--- config.mk ---
export PLATFORM = sky130hd
export DESIGN_NAME = multi_stack_shared_pool_unit
export DESIGN_NICKNAME = d
export VERILOG_FILES = /design/src/rtl/msp_pkg.sv /design/src/rtl/msp_ram.sv /design/src/rtl/msp_ctrl.sv /design/src/rtl/msp_datapath.sv /design/src/rtl/multi_stack_shared_pool_unit.sv
export SDC_FILE = /design/constraint.sdc
export NUM_CORES = 2
export LEC_CHECK = 0
export BUFFER_PORTS_ARGS = -buffer_cell sky130_fd_sc_hd__clkbuf_2
export CAP_MARGIN = 25
export CORE_MARGIN = 3
export CORE_UTILIZATION = 55
export CTS_BUF_LIST = sky130_fd_sc_hd__clkbuf_8
export DETAILED_ROUTE_END_ITERATION = 8
export GPL_ROUTABILITY_DRIVEN = 0
export PLACE_DENSITY = 0.75
export SETUP_SLACK_MARGIN = 0.2
export SLEW_MARGIN = 30
export SYNTH_ARGS = -nofsm -noshare
export SYNTH_HDL_FRONTEND = slang
export SYNTH_SLANG_ARGS = --single-unit
--- constraint.sdc ---
create_clock -name clock -period 4.9 [get_ports clock]
set_input_delay 0.245 -clock clock [delete_from_list [all_inputs] [get_ports clock]]
set_output_delay 0.245 -clock clock [all_outputs]
set_load 0.03 [all_outputs]
--- src/rtl/msp_pkg.sv ---
// ----------------------------------------------------------------------------
// msp_pkg
// Shared types, codes and defaults of the multi-stack shared pool unit.
// ----------------------------------------------------------------------------
`default_nettype none

package msp_pkg;

   localparam int DEF_NUM_STACKS = 10;
   localparam int DEF_POOL_DEPTH = 64;
   localparam int DEF_KEY_WIDTH  = 32;

   localparam int IDX_W    = 4;
   localparam int STATUS_W = 2;

   localparam logic OP_PUSH = 1'b0;
   localparam logic OP_POP  = 1'b1;

   localparam logic [STATUS_W-1:0] ST_OK    = 2'd0;
   localparam logic [STATUS_W-1:0] ST_EMPTY = 2'd1;
   localparam logic [STATUS_W-1:0] ST_FULL  = 2'd2;

   typedef enum logic [1:0] {
      S_IDLE,
      S_FETCH,
      S_COMMIT
   } state_type;

   // commands from the controller to the datapath
   typedef struct packed {
      logic load;
      logic fetch;
      logic commit;
   } ctrl_cmd_type;

   // status from the datapath to the controller
   typedef struct packed {
      logic pop_fetch;
      logic out_busy;
   } dp_status_type;

endpackage

`default_nettype wire

--- src/rtl/msp_ram.sv ---
// ----------------------------------------------------------------------------
// msp_ram
// Generic simple dual-port RAM: one write port, one read port, registered read.
// ----------------------------------------------------------------------------
`default_nettype none

module msp_ram #(
   parameter int WIDTH = 8,
   parameter int DEPTH = 16
) (
   input  wire logic                                      clock,
   input  wire logic                                      wr_en,
   input  wire logic [((DEPTH > 1) ? $clog2(DEPTH) : 1)-1:0] wr_addr,
   input  wire logic [WIDTH-1:0]                          wr_data,
   input  wire logic                                      rd_en,
   input  wire logic [((DEPTH > 1) ? $clog2(DEPTH) : 1)-1:0] rd_addr,
   output      logic [WIDTH-1:0]                          rd_data
);

   logic [WIDTH-1:0] mem_ff [DEPTH];
   logic [WIDTH-1:0] rd_data_ff;

   always_ff @(posedge clock) begin
      if (wr_en) begin
         mem_ff[wr_addr] <= wr_data;
      end
      if (rd_en) begin
         rd_data_ff <= mem_ff[rd_addr];
      end
   end

   assign rd_data = rd_data_ff;

endmodule

`default_nettype wire

--- src/rtl/msp_ctrl.sv ---
// ----------------------------------------------------------------------------
// msp_ctrl
// Operation sequencer: accept, optional node fetch for a pop, commit.
// ----------------------------------------------------------------------------
`default_nettype none

module msp_ctrl (
   input  wire logic                   clock,
   input  wire logic                   reset,
   input  wire logic                   req_valid,
   output      logic                   req_stall,
   input  wire msp_pkg::dp_status_type status,
   output      msp_pkg::ctrl_cmd_type  cmd
);

   msp_pkg::state_type state_ff;
   msp_pkg::state_type state_in;

   always_ff @(posedge clock) begin
      if (reset) begin
         state_ff <= msp_pkg::S_IDLE;
      end else begin
         state_ff <= state_in;
      end
   end

   always_comb begin
      state_in = state_ff;
      case (state_ff)
         msp_pkg::S_IDLE: begin
            if (req_valid) begin
               state_in = status.pop_fetch ? msp_pkg::S_FETCH : msp_pkg::S_COMMIT;
            end
         end
         msp_pkg::S_FETCH: begin
            state_in = msp_pkg::S_COMMIT;
         end
         msp_pkg::S_COMMIT: begin
            if (!status.out_busy) begin
               state_in = msp_pkg::S_IDLE;
            end
         end
         default: begin
            state_in = msp_pkg::S_IDLE;
         end
      endcase
   end

   always_comb begin
      cmd       = '0;
      req_stall = 1'b1;
      case (state_ff)
         msp_pkg::S_IDLE: begin
            req_stall = 1'b0;
            cmd.load  = req_valid;
         end
         msp_pkg::S_FETCH: begin
            cmd.fetch = 1'b1;
         end
         msp_pkg::S_COMMIT: begin
            cmd.commit = !status.out_busy;
         end
         default: begin
            cmd = '0;
         end
      endcase
   end

   // a new transaction is only taken with the sequencer at rest
   a_load_idle: assert property (@(posedge clock) disable iff (reset)
      cmd.load |-> (state_ff == msp_pkg::S_IDLE) && !req_stall)
      else $error("load issued outside idle");

   a_fetch_then_commit: assert property (@(posedge clock) disable iff (reset)
      cmd.fetch |=> (state_ff == msp_pkg::S_COMMIT))
      else $error("fetch not followed by commit");

   a_commit_out_free: assert property (@(posedge clock) disable iff (reset)
      cmd.commit |-> !status.out_busy)
      else $error("commit while result register is held");

endmodule

`default_nettype wire

--- src/rtl/msp_datapath.sv ---
// ----------------------------------------------------------------------------
// msp_datapath
// Stack tops, node pool, free list and result register.
// ----------------------------------------------------------------------------
`default_nettype none

module msp_datapath #(
   parameter int NUM_STACKS = msp_pkg::DEF_NUM_STACKS,
   parameter int POOL_DEPTH = msp_pkg::DEF_POOL_DEPTH,
   parameter int KEY_WIDTH  = msp_pkg::DEF_KEY_WIDTH
) (
   input  wire logic                          clock,
   input  wire logic                          reset,
   input  wire msp_pkg::ctrl_cmd_type         cmd,
   output      msp_pkg::dp_status_type        status,
   input  wire logic                          req_op,
   input  wire logic [msp_pkg::IDX_W-1:0]     req_stack_index,
   input  wire logic signed [KEY_WIDTH-1:0]   req_key,
   output      logic                          rsp_valid,
   input  wire logic                          rsp_stall,
   output      logic signed [KEY_WIDTH-1:0]   rsp_popped_key,
   output      logic [msp_pkg::STATUS_W-1:0]  rsp_status,
   output      logic                          rsp_stack_empty
);

   localparam int SIDX_W = $clog2(NUM_STACKS);
   localparam int PTR_W  = $clog2(POOL_DEPTH);
   localparam int CNT_W  = $clog2(POOL_DEPTH + 1);

   // latched transaction
   logic                 op_ff;
   logic [SIDX_W-1:0]    sidx_ff;
   logic [KEY_WIDTH-1:0] key_ff;
   logic                 ok_ff;
   logic                 tv_ff;
   logic [PTR_W-1:0]     node_ff;

   // pool control state
   logic [NUM_STACKS-1:0] top_valid_ff, top_valid_in;
   logic [PTR_W-1:0]      free_head_ff, free_head_in;
   logic [CNT_W-1:0]      free_count_ff, free_count_in;
   logic [CNT_W-1:0]      alloc_ptr_ff, alloc_ptr_in;

   // result register
   logic                        rsp_valid_ff, rsp_valid_in;
   logic [KEY_WIDTH-1:0]        popped_ff, popped_in;
   logic [msp_pkg::STATUS_W-1:0] status_ff, status_in;
   logic                        empty_ff, empty_in;

   // memory ports
   logic                 top_we, next_we, key_we;
   logic [PTR_W-1:0]     top_wdata;
   logic [PTR_W:0]       next_wdata;
   logic [PTR_W-1:0]     next_waddr;
   logic [PTR_W-1:0]     next_raddr;
   logic [PTR_W-1:0]     top_rd;
   logic [PTR_W:0]       next_rd;
   logic [KEY_WIDTH-1:0] key_rd;

   logic [SIDX_W-1:0]    req_sidx;
   logic                 req_ok;
   logic                 req_tv;
   logic                 is_tail;
   logic [PTR_W-1:0]     tail_next;

   assign req_sidx = SIDX_W'(req_stack_index);
   assign req_ok   = (32'(req_stack_index) < 32'(NUM_STACKS));
   assign req_tv   = req_ok && top_valid_ff[req_sidx];

   assign status.pop_fetch = (req_op == msp_pkg::OP_POP) && req_tv;
   assign status.out_busy  = rsp_valid_ff && rsp_stall;

   // nodes at or above the allocation mark have never been written, so their link is not used
   assign is_tail   = (CNT_W'(free_head_ff) == alloc_ptr_ff);
   assign tail_next = (alloc_ptr_ff == CNT_W'(POOL_DEPTH - 1)) ? '0
                                                             : PTR_W'(alloc_ptr_ff + CNT_W'(1));

   assign next_raddr = cmd.load ? free_head_ff : top_rd;

   always_ff @(posedge clock) begin
      if (cmd.load) begin
         op_ff   <= req_op;
         sidx_ff <= req_sidx;
         key_ff  <= req_key;
         ok_ff   <= req_ok;
         tv_ff   <= req_tv;
      end
      if (cmd.fetch) begin
         node_ff <= top_rd;
      end
      popped_ff <= popped_in;
      status_ff <= status_in;
      empty_ff  <= empty_in;
   end

   always_ff @(posedge clock) begin
      if (reset) begin
         top_valid_ff  <= '0;
         free_head_ff  <= '0;
         free_count_ff <= CNT_W'(POOL_DEPTH);
         alloc_ptr_ff  <= '0;
         rsp_valid_ff  <= 1'b0;
      end else begin
         top_valid_ff  <= top_valid_in;
         free_head_ff  <= free_head_in;
         free_count_ff <= free_count_in;
         alloc_ptr_ff  <= alloc_ptr_in;
         rsp_valid_ff  <= rsp_valid_in;
      end
   end

   always_comb begin
      top_valid_in  = top_valid_ff;
      free_head_in  = free_head_ff;
      free_count_in = free_count_ff;
      alloc_ptr_in  = alloc_ptr_ff;
      popped_in     = popped_ff;
      status_in     = status_ff;
      empty_in      = empty_ff;
      rsp_valid_in  = rsp_valid_ff && rsp_stall;
      top_we        = 1'b0;
      top_wdata     = top_rd;
      key_we        = 1'b0;
      next_we       = 1'b0;
      next_waddr    = free_head_ff;
      next_wdata    = next_rd;
      if (cmd.commit) begin
         rsp_valid_in = 1'b1;
         popped_in    = '0;
         status_in    = msp_pkg::ST_OK;
         if (op_ff == msp_pkg::OP_PUSH) begin
            if (!ok_ff || (free_count_ff == '0)) begin
               status_in = msp_pkg::ST_FULL;
               empty_in  = !tv_ff;
            end else begin
               empty_in              = 1'b0;
               top_we                = 1'b1;
               top_wdata             = free_head_ff;
               key_we                = 1'b1;
               next_we               = 1'b1;
               next_waddr            = free_head_ff;
               next_wdata            = {tv_ff, top_rd};
               top_valid_in[sidx_ff] = 1'b1;
               free_count_in         = free_count_ff - CNT_W'(1);
               if (is_tail) begin
                  free_head_in = tail_next;
                  alloc_ptr_in = alloc_ptr_ff + CNT_W'(1);
               end else begin
                  free_head_in = next_rd[PTR_W-1:0];
               end
            end
         end else begin
            if (!tv_ff) begin
               status_in = msp_pkg::ST_EMPTY;
               empty_in  = 1'b1;
            end else begin
               popped_in             = key_rd;
               empty_in              = !next_rd[PTR_W];
               top_we                = 1'b1;
               top_wdata             = next_rd[PTR_W-1:0];
               top_valid_in[sidx_ff] = next_rd[PTR_W];
               next_we               = 1'b1;
               next_waddr            = node_ff;
               next_wdata            = {1'b0, free_head_ff};
               free_head_in          = node_ff;
               free_count_in         = free_count_ff + CNT_W'(1);
            end
         end
      end
   end

   msp_ram #(.WIDTH(PTR_W), .DEPTH(NUM_STACKS)) u_top_ram (
      .clock   (clock),
      .wr_en   (top_we),
      .wr_addr (sidx_ff),
      .wr_data (top_wdata),
      .rd_en   (cmd.load),
      .rd_addr (req_sidx),
      .rd_data (top_rd)
   );

   msp_ram #(.WIDTH(PTR_W + 1), .DEPTH(POOL_DEPTH)) u_next_ram (
      .clock   (clock),
      .wr_en   (next_we),
      .wr_addr (next_waddr),
      .wr_data (next_wdata),
      .rd_en   (cmd.load || cmd.fetch),
      .rd_addr (next_raddr),
      .rd_data (next_rd)
   );

   msp_ram #(.WIDTH(KEY_WIDTH), .DEPTH(POOL_DEPTH)) u_key_ram (
      .clock   (clock),
      .wr_en   (key_we),
      .wr_addr (free_head_ff),
      .wr_data (key_ff),
      .rd_en   (cmd.fetch),
      .rd_addr (top_rd),
      .rd_data (key_rd)
   );

   assign rsp_valid       = rsp_valid_ff;
   assign rsp_popped_key  = $signed(popped_ff);
   assign rsp_status      = status_ff;
   assign rsp_stack_empty = empty_ff;

   a_count_bound: assert property (@(posedge clock) disable iff (reset)
      free_count_ff <= CNT_W'(POOL_DEPTH))
      else $error("free count above pool depth");

   a_head_below_mark: assert property (@(posedge clock) disable iff (reset)
      CNT_W'(free_head_ff) <= alloc_ptr_ff)
      else $error("free head beyond allocation mark");

   a_push_takes_node: assert property (@(posedge clock) disable iff (reset)
      cmd.commit && (op_ff == msp_pkg::OP_PUSH) && ok_ff && (free_count_ff != '0)
      |=> (free_count_ff == $past(free_count_ff) - CNT_W'(1)))
      else $error("push did not take a node");

endmodule

`default_nettype wire

--- src/rtl/multi_stack_shared_pool_unit.sv ---
// ----------------------------------------------------------------------------
// multi_stack_shared_pool_unit
// Several LIFO stacks linked through one shared pool of nodes.
// ----------------------------------------------------------------------------
// Each transaction names a stack and pushes a key onto it or pops its top key;
// nodes come from and return to one shared free list. One result follows every
// transaction and reports the stack's empty flag after the operation. A push
// and any failed operation go from accept straight to commit; a successful pop
// passes through a fetch state: the stack top is read from its registered-read
// RAM first, and a pop then needs a second registered read of the node key and
// link RAMs before the commit. A new transaction is taken once the commit is
// done, even while the previous result waits on rsp_stall; the commit itself
// waits while the result register is held. No clearing pass runs after reset.
// ----------------------------------------------------------------------------
`default_nettype none

module multi_stack_shared_pool_unit #(
   parameter int NUM_STACKS = msp_pkg::DEF_NUM_STACKS,
   parameter int POOL_DEPTH = msp_pkg::DEF_POOL_DEPTH,
   parameter int KEY_WIDTH  = msp_pkg::DEF_KEY_WIDTH
) (
   input  wire logic                          clock,
   input  wire logic                          reset,
   input  wire logic                          req_valid,
   output      logic                          req_stall,
   input  wire logic                          req_op,
   input  wire logic [msp_pkg::IDX_W-1:0]     req_stack_index,
   input  wire logic signed [KEY_WIDTH-1:0]   req_key,
   output      logic                          rsp_valid,
   input  wire logic                          rsp_stall,
   output      logic signed [KEY_WIDTH-1:0]   rsp_popped_key,
   output      logic [msp_pkg::STATUS_W-1:0]  rsp_status,
   output      logic                          rsp_stack_empty
);

   msp_pkg::ctrl_cmd_type  cmd;
   msp_pkg::dp_status_type status;

   msp_ctrl u_ctrl (
      .clock     (clock),
      .reset     (reset),
      .req_valid (req_valid),
      .req_stall (req_stall),
      .status    (status),
      .cmd       (cmd)
   );

   msp_datapath #(
      .NUM_STACKS (NUM_STACKS),
      .POOL_DEPTH (POOL_DEPTH),
      .KEY_WIDTH  (KEY_WIDTH)
   ) u_datapath (
      .clock           (clock),
      .reset           (reset),
      .cmd             (cmd),
      .status          (status),
      .req_op          (req_op),
      .req_stack_index (req_stack_index),
      .req_key         (req_key),
      .rsp_valid       (rsp_valid),
      .rsp_stall       (rsp_stall),
      .rsp_popped_key  (rsp_popped_key),
      .rsp_status      (rsp_status),
      .rsp_stack_empty (rsp_stack_empty)
   );

endmodule

`default_nettype wire
==> out/qor.yml <==
vias: 53379
clockRootBuffer: "clkbuf_8"
drc: 0
synth_area_sq_um: 104300
power.density_nw_per_um2: 393.7
antenna_found_initial: 16
port_buffers: 77
io_pins: 78
cts_sinks: 2714
drt_iter0_markers: 8410
post-cts-setup-buffers: 0
post_drt_via_cell_ratio: 6.489
synthMuxAreaShare_pct: 14.70
status: "complete, no violations"
rr_worst_depth: 7
area_delta_synth_final_pct: 12.90
comb_power_share_pct: 6.8
finalSetupViolCount: 0
crit_required_ns: 5.62
synth-edff-count: 2681
core-area_sq_um: 188200
tightest_slew_ns: 0.9952
synth_simple_gate_area_share_pct: 3.186
r2r_start: "u_datapath.free_count_ff[1]"
synth_top_area_share_pct: 77.20
critPathLaunchType: "flip-flop"
ys_warn_count: 0
wl_per_cell_um: 31.20
wl_um: 256700
crit_start: "u_datapath.free_count_ff[1]"
clkSlewWorstSetupHoldPaths_ns: 0.06
cts_buffers: 417
yosys.area.top_type: "edfxtp_1"
clock_skew_ns: 0.1073
ctsResizeCount: 0
relSlewSlack_pct: 33.65
synth_compound_area_share_pct: 2.819
row_count: 159
hold_violations: 0
drive_above_1_share_pct: 27.00
clock_path_buffers: 4
finalCritPeriodShare_pct: 85.91
cts-htree-levels: 5
path_max_fanout: 18
grt_pass1_vias: 53239
ys_seq_area_share_pct: 77.83
gr-total-overflow: 0
switching_share_pct: 22.77
cts_tree: "yes"
synth_commonest_cells: "edfxtp_1 (2681), mux4_2 (662), nand2_1 (428)"
die_w_um: 441.5
clock_latency_ns: 1.09
final_nets: 5459
yosysMostFrequentCell: "edfxtp_1"
internal_power_mw: 35.80
synth_ff_type: "edfxtp_1"
ys_ff_latch: 2714
setup_tns_ns: 0
start_util_pct: 55.42
synth.avg_cell_area_sq_um: 21.21
hold_class: "input port to flip-flop"
grt_use_total_pct: 26.73
leakagePower_nw: 37.36
synth_xor_area_share_pct: 0.1596
clkPwrFrac_pct: 37.4
critPathCaptureType: "flip-flop"
drv_cap: 0
fmax_mhz: 237.6
syn-instance-count: 4918
ys_async_sr_fraction_pct: 0
rr_endpoint: "u_datapath.u_key_ram.mem_ff[10][31]"
grt_pass1_wl_um: 373000
drtPass1Iterations: 8
yosys-top-cells-area: "edfxtp_1 (77%), mux4_2 (14%), nand2_1 (1.5%)"
slew_violations: 0
min_path_cells: 2
synth.distinct_cells: 54
synthAdderAreaFrac_pct: 0.09118
postRouteAntennaNets: 0
hold_start: "req_stack_index[3]"
p_sw_mw: 10.55
die-area_sq_um: 194900
reg2reg_setup_slack_ns: 0.69
dpl.hpwl_um: 144700
synth_top_family_by_area: "multiplexers"
worst_ir_drop_vdd_v: 0.0003186
synth_fp_nets: 4966
final_util_pct: 62.56
holdPathEnd: "u_datapath.sidx_ff[3]"
die_y_um: 441.5
path_class: "flip-flop to flip-flop"
period_minus_slack_ns: 4.210
grt_setup_unrepaired: "false"
cp.arrival_ns: 4.93
power_frac_seq_pct: 55.8
grt_max_degree: 74
## sequential cells by signal, indices dropped and copies added, names as in the netlist, 2 cells and up
name,flops
u_datapath.u_key_ram.mem_ff,2048
u_datapath.u_next_ram.mem_ff,448
u_datapath.u_top_ram.mem_ff,60
u_datapath.key_ff,32
u_datapath.rsp_popped_key,32
u_datapath.u_key_ram.rd_data,32
u_datapath.top_valid_ff,10
u_datapath.alloc_ptr_ff,7
u_datapath.free_count_ff,7
u_datapath.u_next_ram.rd_data,7
u_datapath.free_head_ff,6
u_datapath.node_ff,6
u_datapath.u_top_ram.rd_data,6
u_datapath.sidx_ff,4
u_ctrl.state_ff,2
u_datapath.rsp_status,2
## timing repair
action / 4_1_cts / 5_1_grt
setup endpoints to repair: 0 / 0
hold buffers: 75 / 0
endpoints found under the hold margin: 86 / 0
## cell families (layout without fill, tap and decap cells)
kind of cell             after synthesis  after routing
buffers and inverters                291           1102
multiplexers                         702            702
adder cells (fa/ha/maj)                7              7
flip-flops                          2714           2714
AO/OA/AOI/OAI                        417            417
XOR/XNOR                              19             19
other                                  0              2
AND/OR/NAND/NOR                      768            768
## placed cells by master (no fill, tap or decap), types with 7 or more instances in the layout
| master | netlist | routed |
|---|---|---|
| a211oi_1 | 49 | 48 |
| a21oi_1 | 137 | 137 |
| a22oi_1 | 32 | 32 |
| a31oi_1 | 11 | 11 |
| a32o_1 | 55 | 55 |
| a32oi_1 | 57 | 57 |
| and2_1 | 8 | 8 |
| and3_1 | 35 | 35 |
| buf_12 | 0 | 51 |
| buf_4 | 10 | 144 |
| bufinv_16 | 0 | 14 |
| clkbuf_2 | 0 | 77 |
| clkbuf_8 | 0 | 428 |
| clkinv_1 | 0 | 105 |
| clkinv_2 | 0 | 52 |
| dfxtp_1 | 33 | 33 |
| dlygate4sd3_1 | 0 | 75 |
| edfxtp_1 | 2681 | 2681 |
| inv_1 | 8 | 130 |
| mux2i_1 | 38 | 38 |
| mux4_2 | 662 | 662 |
| nand2_1 | 428 | 427 |
| nand2b_1 | 16 | 16 |
| nand3_1 | 25 | 24 |
| nand4_1 | 10 | 10 |
| nor2_1 | 172 | 108 |
| nor2_4 | 0 | 64 |
| nor2b_1 | 30 | 29 |
| nor3_1 | 15 | 15 |
| nor4_2 | 7 | 7 |
| o21ai_0 | 19 | 9 |
| o22a_1 | 7 | 7 |
| o22ai_1 | 25 | 25 |
| xnor2_1 | 11 | 11 |
| xor2_1 | 8 | 8 |
## routing by layer
metal  share of wire [%]  GRT usage, %  wire (um)  vias to the layer above
met2                  48         41.84     124400                     3574
met3                  12         5.840      29770                      511
met4                 3.1         8.691       8051                        2
met5              0.0047             0         12                        -
met1                  37         38.14      94490                    27780
li1                    -             -          -                    21512
## worst max-delay path, stage by stage, from the launching register on
cell and delay [ns]:
dfxtp_1 0.39, nor3_1 0.11, a211oi_2 0.84, nand2_1 0.29, nor2_1 0.44, nand2_1 0.60, nor2_4 0.72, buf_4 0.45
## power groups by stage
| stage | combinational, mW | clock (mW) | sequential (mW) |
|---|---|---|---|
| final | 3.17 | 17.3 | 25.8 |
| after global routing | 3.35 | 18.6 | 25.8 |
| after CTS | 3.13 | 17.5 | 25.8 |
| after detailed placement | 3.08 | 0 | 26.3 |
| after global placement | 2.99 | 0 | 26.3 |
| after floorplan | 1.79 | 0 | 26.5 |
## area by class of cell
| type | count | area (sq um) |
|---|---|---|
| Sequential cell | 2714 | 81170 |
| Inverter | 9 | 33.78 |
| Clock inverter | 309 | 1660 |
| Antenna cell | 2 | 5.005 |
| Tap cell | 2495 | 3122 |
| Multi-Input combinational cell | 1913 | 22450 |
| Clock buffer | 428 | 5891 |
| Fill cell | 12165 | 70450 |
| Timing Repair Buffer | 356 | 3420 |
## worst max-delay path by stage
| stage | endpoint | slack [ns] | cells past startpoint |
|---|---|---|---|
| after floorplan | u_datapath.u_next_ram.mem_ff[0][4] | 0.22 | 5 |
| after global placement | u_datapath.u_key_ram.mem_ff[10][11] | 0.97 | 9 |
| after detailed placement | u_datapath.u_key_ram.mem_ff[10][9] | 0.88 | 7 |
| after CTS | u_datapath.u_key_ram.mem_ff[50][10] | 0.82 | 7 |
| after global routing | u_datapath.u_key_ram.mem_ff[10][9] | 0.56 | 7 |
| final | u_datapath.u_key_ram.mem_ff[10][31] | 0.69 | 7 |
## per-stage QoR
step                      hold slack (ns)  std cells  power (mW)  setup WS [ns]  cell area, sq um
after floorplan                    0.3439       4918       28.28         0.2201            104300
after global placement             0.4213       7403       29.32         0.9699            109200
after detailed placement           0.4236       7409       29.41         0.8773            109400
after CTS                          0.1688       8221       46.52         0.8189            117700
after global routing               0.2378       8225       47.79         0.5565            117700
final                              0.2813       8226       46.35         0.6904            117700
No activity file was read; power rests on OpenSTA's default activity.
